<file path="src/vct_pkg.sv">
// shared types and constants for the value change tracker table
// no dependencies; every other source file uses this package

package vct_pkg;

  localparam int SLOT_W      = 3;
  localparam int SAMPLE_W    = 16;
  localparam int FRAME_W     = 32;
  localparam int VALUE_W     = 32;
  localparam int MODE_W      = 3;
  localparam int MASK_W      = 16;
  localparam int CFG_DATA_W  = 64;
  localparam int CFG_INDEX_W = 2;
  localparam int MODE_TBL_W  = 24;

  typedef enum logic [MODE_W-1:0] {
    MODE_CAPTURE     = 3'd0,
    MODE_PREV_VALUE  = 3'd1,
    MODE_CHG_FRAME   = 3'd2,
    MODE_CHG_COUNT   = 3'd3,
    MODE_PRIOR_FRAME = 3'd4
  } mode_t;

  typedef enum logic [CFG_INDEX_W-1:0] {
    CFG_MODE_TABLE = 2'd0,
    CFG_MASK_LOW   = 2'd1,
    CFG_MASK_HIGH  = 2'd2
  } cfg_index_t;

  typedef struct packed {
    logic [MODE_TBL_W-1:0] mode_table;
    logic [CFG_DATA_W-1:0] mask_high;
    logic [CFG_DATA_W-1:0] mask_low;
  } cfg_t;

endpackage

</file>
<file path="src/vct_if.sv">
// valid/ready channel interfaces for input items and result items
// depends on vct_pkg for field widths

interface vct_item_if;
  logic                           valid;
  logic                           ready;
  logic [vct_pkg::SLOT_W-1:0]     slot;
  logic [vct_pkg::SAMPLE_W-1:0]   sample;
  logic [vct_pkg::FRAME_W-1:0]    frame;

  modport source (output valid, slot, sample, frame, input ready);
  modport sink (input valid, slot, sample, frame, output ready);
  modport monitor (input valid, ready, slot, sample, frame);
endinterface

interface vct_result_if;
  logic                           valid;
  logic                           ready;
  logic [vct_pkg::SLOT_W-1:0]     slot_out;
  logic [vct_pkg::VALUE_W-1:0]    value;

  modport source (output valid, slot_out, value, input ready);
  modport sink (input valid, slot_out, value, output ready);
  modport monitor (input valid, ready, slot_out, value);
endinterface

</file>
<file path="src/vct_cfg_regs.sv">
// configuration registers: mode table and the two mask words
// depends on vct_pkg

module vct_cfg_regs (
  input  logic                             clk,
  input  logic                             rst,
  input  logic                             cfg_we,
  input  logic [vct_pkg::CFG_INDEX_W-1:0]  cfg_index,
  input  logic [vct_pkg::CFG_DATA_W-1:0]   cfg_data,
  output vct_pkg::cfg_t                    cfg
);
  import vct_pkg::*;

  always_ff @(posedge clk) begin
    if (rst) begin
      cfg <= '0;
    end else if (cfg_we) begin
      unique case (cfg_index)
        CFG_MODE_TABLE: cfg.mode_table <= cfg_data[MODE_TBL_W-1:0];
        CFG_MASK_LOW:   cfg.mask_low   <= cfg_data;
        CFG_MASK_HIGH:  cfg.mask_high  <= cfg_data;
        default: begin
          // unused index, write dropped
        end
      endcase
    end
  end

endmodule

</file>
<file path="src/vct_slot_table.sv">
// per-slot tracking state and the mode logic that reads and updates it
// depends on vct_pkg

module vct_slot_table #(
  parameter int NUM_SLOTS = 8
) (
  input  logic                            clk,
  input  logic                            rst,
  input  vct_pkg::cfg_t                   cfg,
  input  logic                            fire,
  input  logic [vct_pkg::SLOT_W-1:0]      slot,
  input  logic [vct_pkg::SAMPLE_W-1:0]    sample,
  input  logic [vct_pkg::FRAME_W-1:0]     frame,
  output logic [vct_pkg::VALUE_W-1:0]     value
);
  import vct_pkg::*;

  localparam int IDX_W = (NUM_SLOTS > 1) ? $clog2(NUM_SLOTS) : 1;

  logic [SAMPLE_W-1:0] newest_distinct    [NUM_SLOTS];
  logic [SAMPLE_W-1:0] older_distinct     [NUM_SLOTS];
  logic [SAMPLE_W-1:0] last_seen          [NUM_SLOTS];
  logic [FRAME_W-1:0]  last_change_frame  [NUM_SLOTS];
  logic [FRAME_W-1:0]  prior_change_frame [NUM_SLOTS];
  logic [VALUE_W-1:0]  change_count       [NUM_SLOTS];

  logic                  present;
  logic [IDX_W-1:0]      idx;
  mode_t                 mode;
  logic [2*CFG_DATA_W-1:0] mask_all;
  logic [MASK_W-1:0]     mask_raw;
  logic [SAMPLE_W-1:0]   masked;
  logic                  seen_chg;
  logic                  newest_chg;
  logic [VALUE_W-1:0]    count_inc;

  always_comb begin
    present   = {1'b0, slot} < (SLOT_W+1)'(NUM_SLOTS);
    idx       = slot[IDX_W-1:0];
    mode      = mode_t'(cfg.mode_table[MODE_W*slot +: MODE_W]);
    mask_all  = {cfg.mask_high, cfg.mask_low};
    mask_raw  = mask_all[MASK_W*slot +: MASK_W];
    // an empty mask passes every bit
    masked    = sample & ((mask_raw == '0) ? {MASK_W{1'b1}} : mask_raw);
    seen_chg  = present && (masked != last_seen[idx]);
    newest_chg = present && (masked != newest_distinct[idx]);
    count_inc = present ? change_count[idx] + VALUE_W'(1) : '0;

    value = '0;
    if (present) begin
      case (mode)
        MODE_CAPTURE:     value = VALUE_W'(masked);
        MODE_PREV_VALUE:  value = VALUE_W'(newest_chg ? newest_distinct[idx]
                                                      : older_distinct[idx]);
        MODE_CHG_FRAME:   value = seen_chg ? frame : last_change_frame[idx];
        MODE_CHG_COUNT:   value = seen_chg ? count_inc : change_count[idx];
        MODE_PRIOR_FRAME: value = seen_chg ? last_change_frame[idx]
                                           : prior_change_frame[idx];
        default:          value = '0;
      endcase
    end
  end

  always_ff @(posedge clk) begin
    if (rst) begin
      for (int i = 0; i < NUM_SLOTS; i++) begin
        newest_distinct[i]    <= '0;
        older_distinct[i]     <= '0;
        last_seen[i]          <= '0;
        last_change_frame[i]  <= '0;
        prior_change_frame[i] <= '0;
        change_count[i]       <= '0;
      end
    end else if (fire && present) begin
      case (mode)
        MODE_PREV_VALUE: begin
          if (newest_chg) begin
            older_distinct[idx]  <= newest_distinct[idx];
            newest_distinct[idx] <= masked;
          end
        end
        MODE_CHG_FRAME: begin
          if (seen_chg) begin
            last_seen[idx]         <= masked;
            last_change_frame[idx] <= frame;
          end
        end
        MODE_CHG_COUNT: begin
          if (seen_chg) begin
            last_seen[idx]    <= masked;
            change_count[idx] <= count_inc;
          end
        end
        MODE_PRIOR_FRAME: begin
          if (seen_chg) begin
            last_seen[idx]          <= masked;
            prior_change_frame[idx] <= last_change_frame[idx];
            last_change_frame[idx]  <= frame;
          end
        end
        default: begin
          // capture and unknown modes leave the state alone
        end
      endcase
    end
  end

endmodule

</file>
<file path="src/value_change_tracker_table.sv">
// top level of the value change tracker table: input register, slot table, result register
// depends on vct_pkg, vct_if, vct_cfg_regs and vct_slot_table
//
//  channel   dir  fields                        transfer when
//  items     in   slot, sample, frame           items.valid && items.ready
//  results   out  slot_out, value               results.valid && results.ready
//  cfg       in   cfg_we, cfg_index, cfg_data   cfg_we
//
// one item per cycle sustained while results.ready stays high; results.valid rises
// once the item has passed the input register and then the slot lookup and update
// into the result register
// the slot state is updated in the same cycle that the result register loads,
// so back-to-back items on the same slot see each other's effect
// rst is synchronous and clears the configuration and all slot state
// a stalled result holds; the input register still fills, then items.ready drops

module value_change_tracker_table #(
  parameter int NUM_SLOTS = 8
) (
  input  logic                             clk,
  input  logic                             rst,
  vct_item_if.sink                         items,
  vct_result_if.source                     results,
  input  logic                             cfg_we,
  input  logic [vct_pkg::CFG_INDEX_W-1:0]  cfg_index,
  input  logic [vct_pkg::CFG_DATA_W-1:0]   cfg_data
);
  import vct_pkg::*;

  cfg_t                cfg;
  logic                s1_valid;
  logic [SLOT_W-1:0]   s1_slot;
  logic [SAMPLE_W-1:0] s1_sample;
  logic [FRAME_W-1:0]  s1_frame;
  logic                advance;
  logic [VALUE_W-1:0]  value_next;
  logic                r_valid;
  logic [SLOT_W-1:0]   r_slot;
  logic [VALUE_W-1:0]  r_value;

  vct_cfg_regs u_cfg_regs (
    .clk       (clk),
    .rst       (rst),
    .cfg_we    (cfg_we),
    .cfg_index (cfg_index),
    .cfg_data  (cfg_data),
    .cfg       (cfg)
  );

  vct_slot_table #(
    .NUM_SLOTS (NUM_SLOTS)
  ) u_slot_table (
    .clk    (clk),
    .rst    (rst),
    .cfg    (cfg),
    .fire   (advance),
    .slot   (s1_slot),
    .sample (s1_sample),
    .frame  (s1_frame),
    .value  (value_next)
  );

  assign advance      = s1_valid && (!r_valid || results.ready);
  assign items.ready  = !s1_valid || advance;

  assign results.valid    = r_valid;
  assign results.slot_out = r_slot;
  assign results.value    = r_value;

  always_ff @(posedge clk) begin
    if (rst) begin
      s1_valid <= 1'b0;
      r_valid  <= 1'b0;
    end else begin
      if (items.ready) begin
        s1_valid <= items.valid;
      end
      if (advance) begin
        r_valid <= 1'b1;
      end else if (results.ready) begin
        r_valid <= 1'b0;
      end
    end
  end

  always_ff @(posedge clk) begin
    if (items.valid && items.ready) begin
      s1_slot   <= items.slot;
      s1_sample <= items.sample;
      s1_frame  <= items.frame;
    end
    if (advance) begin
      r_slot  <= s1_slot;
      r_value <= value_next;
    end
  end

endmodule

</file>
<file path="src/flat_wrapper.sv">
// flat-port wrapper written by rule: the top's interface ports become plain ports
module value_change_tracker_table_flat import vct_pkg::*;
#(
  parameter int NUM_SLOTS = 8
)
  (clk, rst, cfg_we, cfg_index, cfg_data, items_valid, items_slot, items_sample, items_frame, items_ready, results_valid, results_slot_out, results_value, results_ready);
  vct_item_if items_i ();
  vct_result_if results_i ();
  input  logic clk;
  input  logic rst;
  input  logic cfg_we;
  input  logic [vct_pkg::CFG_INDEX_W-1:0] cfg_index;
  input  logic [vct_pkg::CFG_DATA_W-1:0] cfg_data;
  input wire logic [$bits(items_i.valid)-1:0] items_valid;
  input wire logic [$bits(items_i.slot)-1:0] items_slot;
  input wire logic [$bits(items_i.sample)-1:0] items_sample;
  input wire logic [$bits(items_i.frame)-1:0] items_frame;
  output wire logic [$bits(items_i.ready)-1:0] items_ready;
  output wire logic [$bits(results_i.valid)-1:0] results_valid;
  output wire logic [$bits(results_i.slot_out)-1:0] results_slot_out;
  output wire logic [$bits(results_i.value)-1:0] results_value;
  input wire logic [$bits(results_i.ready)-1:0] results_ready;
  assign items_i.valid = items_valid;
  assign items_i.slot = items_slot;
  assign items_i.sample = items_sample;
  assign items_i.frame = items_frame;
  assign items_ready = items_i.ready;
  assign results_valid = results_i.valid;
  assign results_slot_out = results_i.slot_out;
  assign results_value = results_i.value;
  assign results_i.ready = results_ready;
  value_change_tracker_table #(.NUM_SLOTS(NUM_SLOTS)) u_core (.clk(clk), .rst(rst), .items(items_i), .results(results_i), .cfg_we(cfg_we), .cfg_index(cfg_index), .cfg_data(cfg_data));
endmodule
</file>
<file path="config.mk">
export PLATFORM = sky130hd
export DESIGN_NAME = value_change_tracker_table_flat
export DESIGN_NICKNAME = d
export VERILOG_FILES = /design/src/vct_pkg.sv /design/src/vct_if.sv /design/src/vct_cfg_regs.sv /design/src/vct_slot_table.sv /design/src/value_change_tracker_table.sv /design/src/flat_wrapper.sv
export SDC_FILE = /design/constraint.sdc
export NUM_CORES = 2
export LEC_CHECK = 0
export BUFFER_PORTS_ARGS = -buffer_cell sky130_fd_sc_hd__buf_2
export CAP_MARGIN = 15
export CORE_MARGIN = 4
export CORE_UTILIZATION = 40
export CTS_CLUSTER_SIZE = 12
export DETAILED_ROUTE_END_ITERATION = 10
export PLACE_DENSITY_LB_ADDON = 0.1
export REMOVE_ABC_BUFFERS = 1
export SETUP_SLACK_MARGIN = 0.1
export SLEW_MARGIN = 0
export SYNTH_ARGS = -nofsm -noshare
export SYNTH_HDL_FRONTEND = slang
export SYNTH_HIERARCHICAL = 1
export SYNTH_SLANG_ARGS = --single-unit
</file>
<file path="constraint.sdc">
create_clock -name clk -period 6.6 [get_ports clk]
set_input_delay 1.65 -clock clk [delete_from_list [all_inputs] [get_ports clk]]
set_output_delay 1.65 -clock clk [all_outputs]
set_load 0.005 [all_outputs]
</file>
==> metrics.txt <==
Root Driver=clkbuf_16; main flop type after synthesis=edfxtp_1; Ports=159; worst setup margin=0.591 ns; postcts setup bufs=0; PD cells=292 nW/um^2; Min-Delay Path Class=reg -> reg; CTS Buf Count=155; Global Route Usage Sum=28.5%; DP Area=65500 sq um; slowest cell on the critical path=o21ai_0; Iter 0 DRT Violations=5664; first-pass detailed-route iteration total=5; Seq cells post-synth=1392; Final Hold Viols=0; most numerous cell in the Yosys netlist=nor2_1; final net count=5237; DRC=0; Worst EP arrival=6.43 ns; CTS max path bufs=3; RSZ-0062 raised after global routing=no; post-route design area=70200 sq um; Post-synth top cells=nor2_1 (1260), edfxtp_1 (1238), clkbuf_1 (257); WP buf/inv=4; GP Congestion=0.942; die width=400 um; CTS resizes=0; post-DR vias/cell=6.05; WL final=230 mm; area delta synth->final=14.5%; initial antenna violation count=10; Hold Path Stages=2; dpl ws=0.992 ns; Worst-path clk slew=0.06 ns; share of cells above drive strength 1=17.4%; Async S/R FF share, synth=0%; Ys Warns=6; first-pass GRT wire length=325 mm; Slew @ Worst Pin=1.28 ns; Die H=400 um; CTS Hold Bufs=0; Final Slew Violations=0; P_leak=0.0249 uW; minimum clock period=6.01 ns; M1 wire length=97.8 mm; DP Wirelength=148 mm; status=finished clean; Slew HR=14.3%; Row Count=143; largest cells by area after synthesis=edfxtp_1 (61%), nor2_1 (7.7%), dfxtp_1 (5.0%), mux2i_1 (3.7%), mux4_2 (2.6%); Placed Cells=6984; Setup crit end kind=register; CP Launch Type=register; Finished Layout Cells=7268; port bufs=158; vias in the first global route=42300; via count=43900; CTS tree=done; Fill cells=13900; Worst R2R Path Depth=13; Worst-Skew Late Latency=0.81 ns; Yosys top cell area share=60.6%; Crit Path Class=reg -> reg; count of cell types in the netlist=88; total gr overflow=0; Initial Utilization=40.3%; met3 WL=24.1 mm; Seq/Total Area, Yosys=65.6%; H-tree Lvls=4; number of enable flip-flop cells after synthesis=1238; Worst Path Max Fanout=62; required time worst endpoint=7.02 ns; Synth Cell Area=61300 sq um; die area=160000 sq um; Max Cap Viol=0; VDD IR max=0.217 mV; Syn Area/Cell=12.5 sq um; post-route ant nets=0; delay-heaviest family, CP=compound AO/OA/AOI/OAI gates; Post-Syn Instances=4924; Num Clock Sinks=1392; Clock Skews=0.0295 ns; Synth area leader=edfxtp_1; detailed route wirelength on metal2=100 mm; CP peak stage delay=0.81 ns; area of the core=152000 sq um; mean routed wirelength per cell=31.7 um; Fmax achieved=166 MHz; highest routed layer=met5; CP Depth=13; largest net degree at the start of global routing=177; CP Cell Sequence=buf_12 > buf_12 > buf_4 > mux4_2 > mux2i_1 > o22ai_1 > a211oi_1 > nor4b_1 > nand4_1 > a2111o_2 > buf_4 > o21ai_0 > o311ai_0; post-route clock period utilization=91.0%; Finish-stage setup viols=0
==> cells in the final DEF (no fill, tap or decap), types with 22 or more instances in the layout <==
cell / count
nor2_1: 1256
edfxtp_1: 1238
buf_4: 265
nand2b_1: 230
mux2i_1: 226
o22ai_1: 190
nand2_1: 175
buf_2: 159
clkbuf_16: 155
dfxtp_1: 154
a22oi_1: 131
mux2_2: 74
mux4_2: 70
a221oi_1: 67
o21ai_0: 58
a21oi_1: 56
o221ai_1: 44
clkbuf_1: 37
clkinv_1: 36
nor4_1: 35
clkinv_2: 28
nand3_1: 27
and3_1: 27
a22o_1: 24
a31o_2: 24
buf_12: 22
==> sequential cells by signal (all words and copies together), names as in the netlist, 128 cells and up <==
| name | flops |
|---|---|
| u_core/u_slot_table/older_distinct | 128 |
| u_core/u_slot_table/last_seen | 128 |
| u_core/u_cfg_regs/cfg | 152 |
| u_core/u_slot_table/change_count | 256 |
| u_core/u_slot_table/prior_change_frame | 256 |
| u_core/u_slot_table/last_change_frame | 256 |
| u_core/u_slot_table/newest_distinct | 128 |
==> per-stage QoR <==
stage          total power [uW]  utilization, %  setup TNS [ns]  hold WS (ns)
2_1_floorplan             11200               -        -8719.81         0.445
3_3_place_gp              12400            43.0               0         0.457
3_5_place_dp              12400            43.0               0         0.459
4_1_cts                   20600            46.1               0         0.473
5_1_grt                   21100            46.1               0         0.486
6_report                  20500            46.1               0         0.468
==> layer usage <==
metal / global-route usage (%) / vias up
met5: 0 / -
met4: 9.59 / 6
met3: 6.69 / 407
met2: 42.2 / 2406
met1: 41.1 / 22500
li1: - / 18600
==> final timing paths <==
check                                 start                        end  slack [ns]
setup / recovery          u_core/s1_slot[0]   u_core/results.value[11]        0.59
hold reg to reg   u_core/u_cfg_regs/cfg[87]  u_core/u_cfg_regs/cfg[87]        0.47
setup reg to reg          u_core/s1_slot[0]   u_core/results.value[11]        0.59
hold / removal    u_core/u_cfg_regs/cfg[87]  u_core/u_cfg_regs/cfg[87]        0.47
==> logic make-up after synthesis <==
kind of cell	share of synthesized area, %
mux	7.63
simple gates	13.8
flops	65.6
buf+inv	3.15
xor+xnor	0.471
fa+ha+maj	0.0204
compound gates	9.28
==> area by class of cell <==
type / count / area (sq um) / area share, %
Clock inverter: 86 / 676 / 0.962
Timing Repair Buffer: 448 / 3260 / 4.65
Sequential cell: 1392 / 40300 / 57.3
Multi-Input combinational cell: 3096 / 19400 / 27.6
Antenna cell: 2 / 5.00 / 0.00713
Tap cell: 2030 / 2540 / 3.62
Inverter: 21 / 78.8 / 0.112
Clock buffer: 193 / 4030 / 5.74
==> where the power goes <==
part,leakage (uW),switching [uW],total (uW),internal (uW)
clock,0.00230,3700,8160,4460
combinational,0.00865,1650,2280,630
sequential,0.0140,146,10000,9900
==> worst min-delay path, delay by kind of cell, from the launching register on <==
| family | cells | cell delay, ns |
|---|---|---|
| flops | 1 | 0.30 |
| mux | 1 | 0.06 |
| simple gates | 1 | 0.06 |
Note: power is estimated with default switching activity, not from simulation.
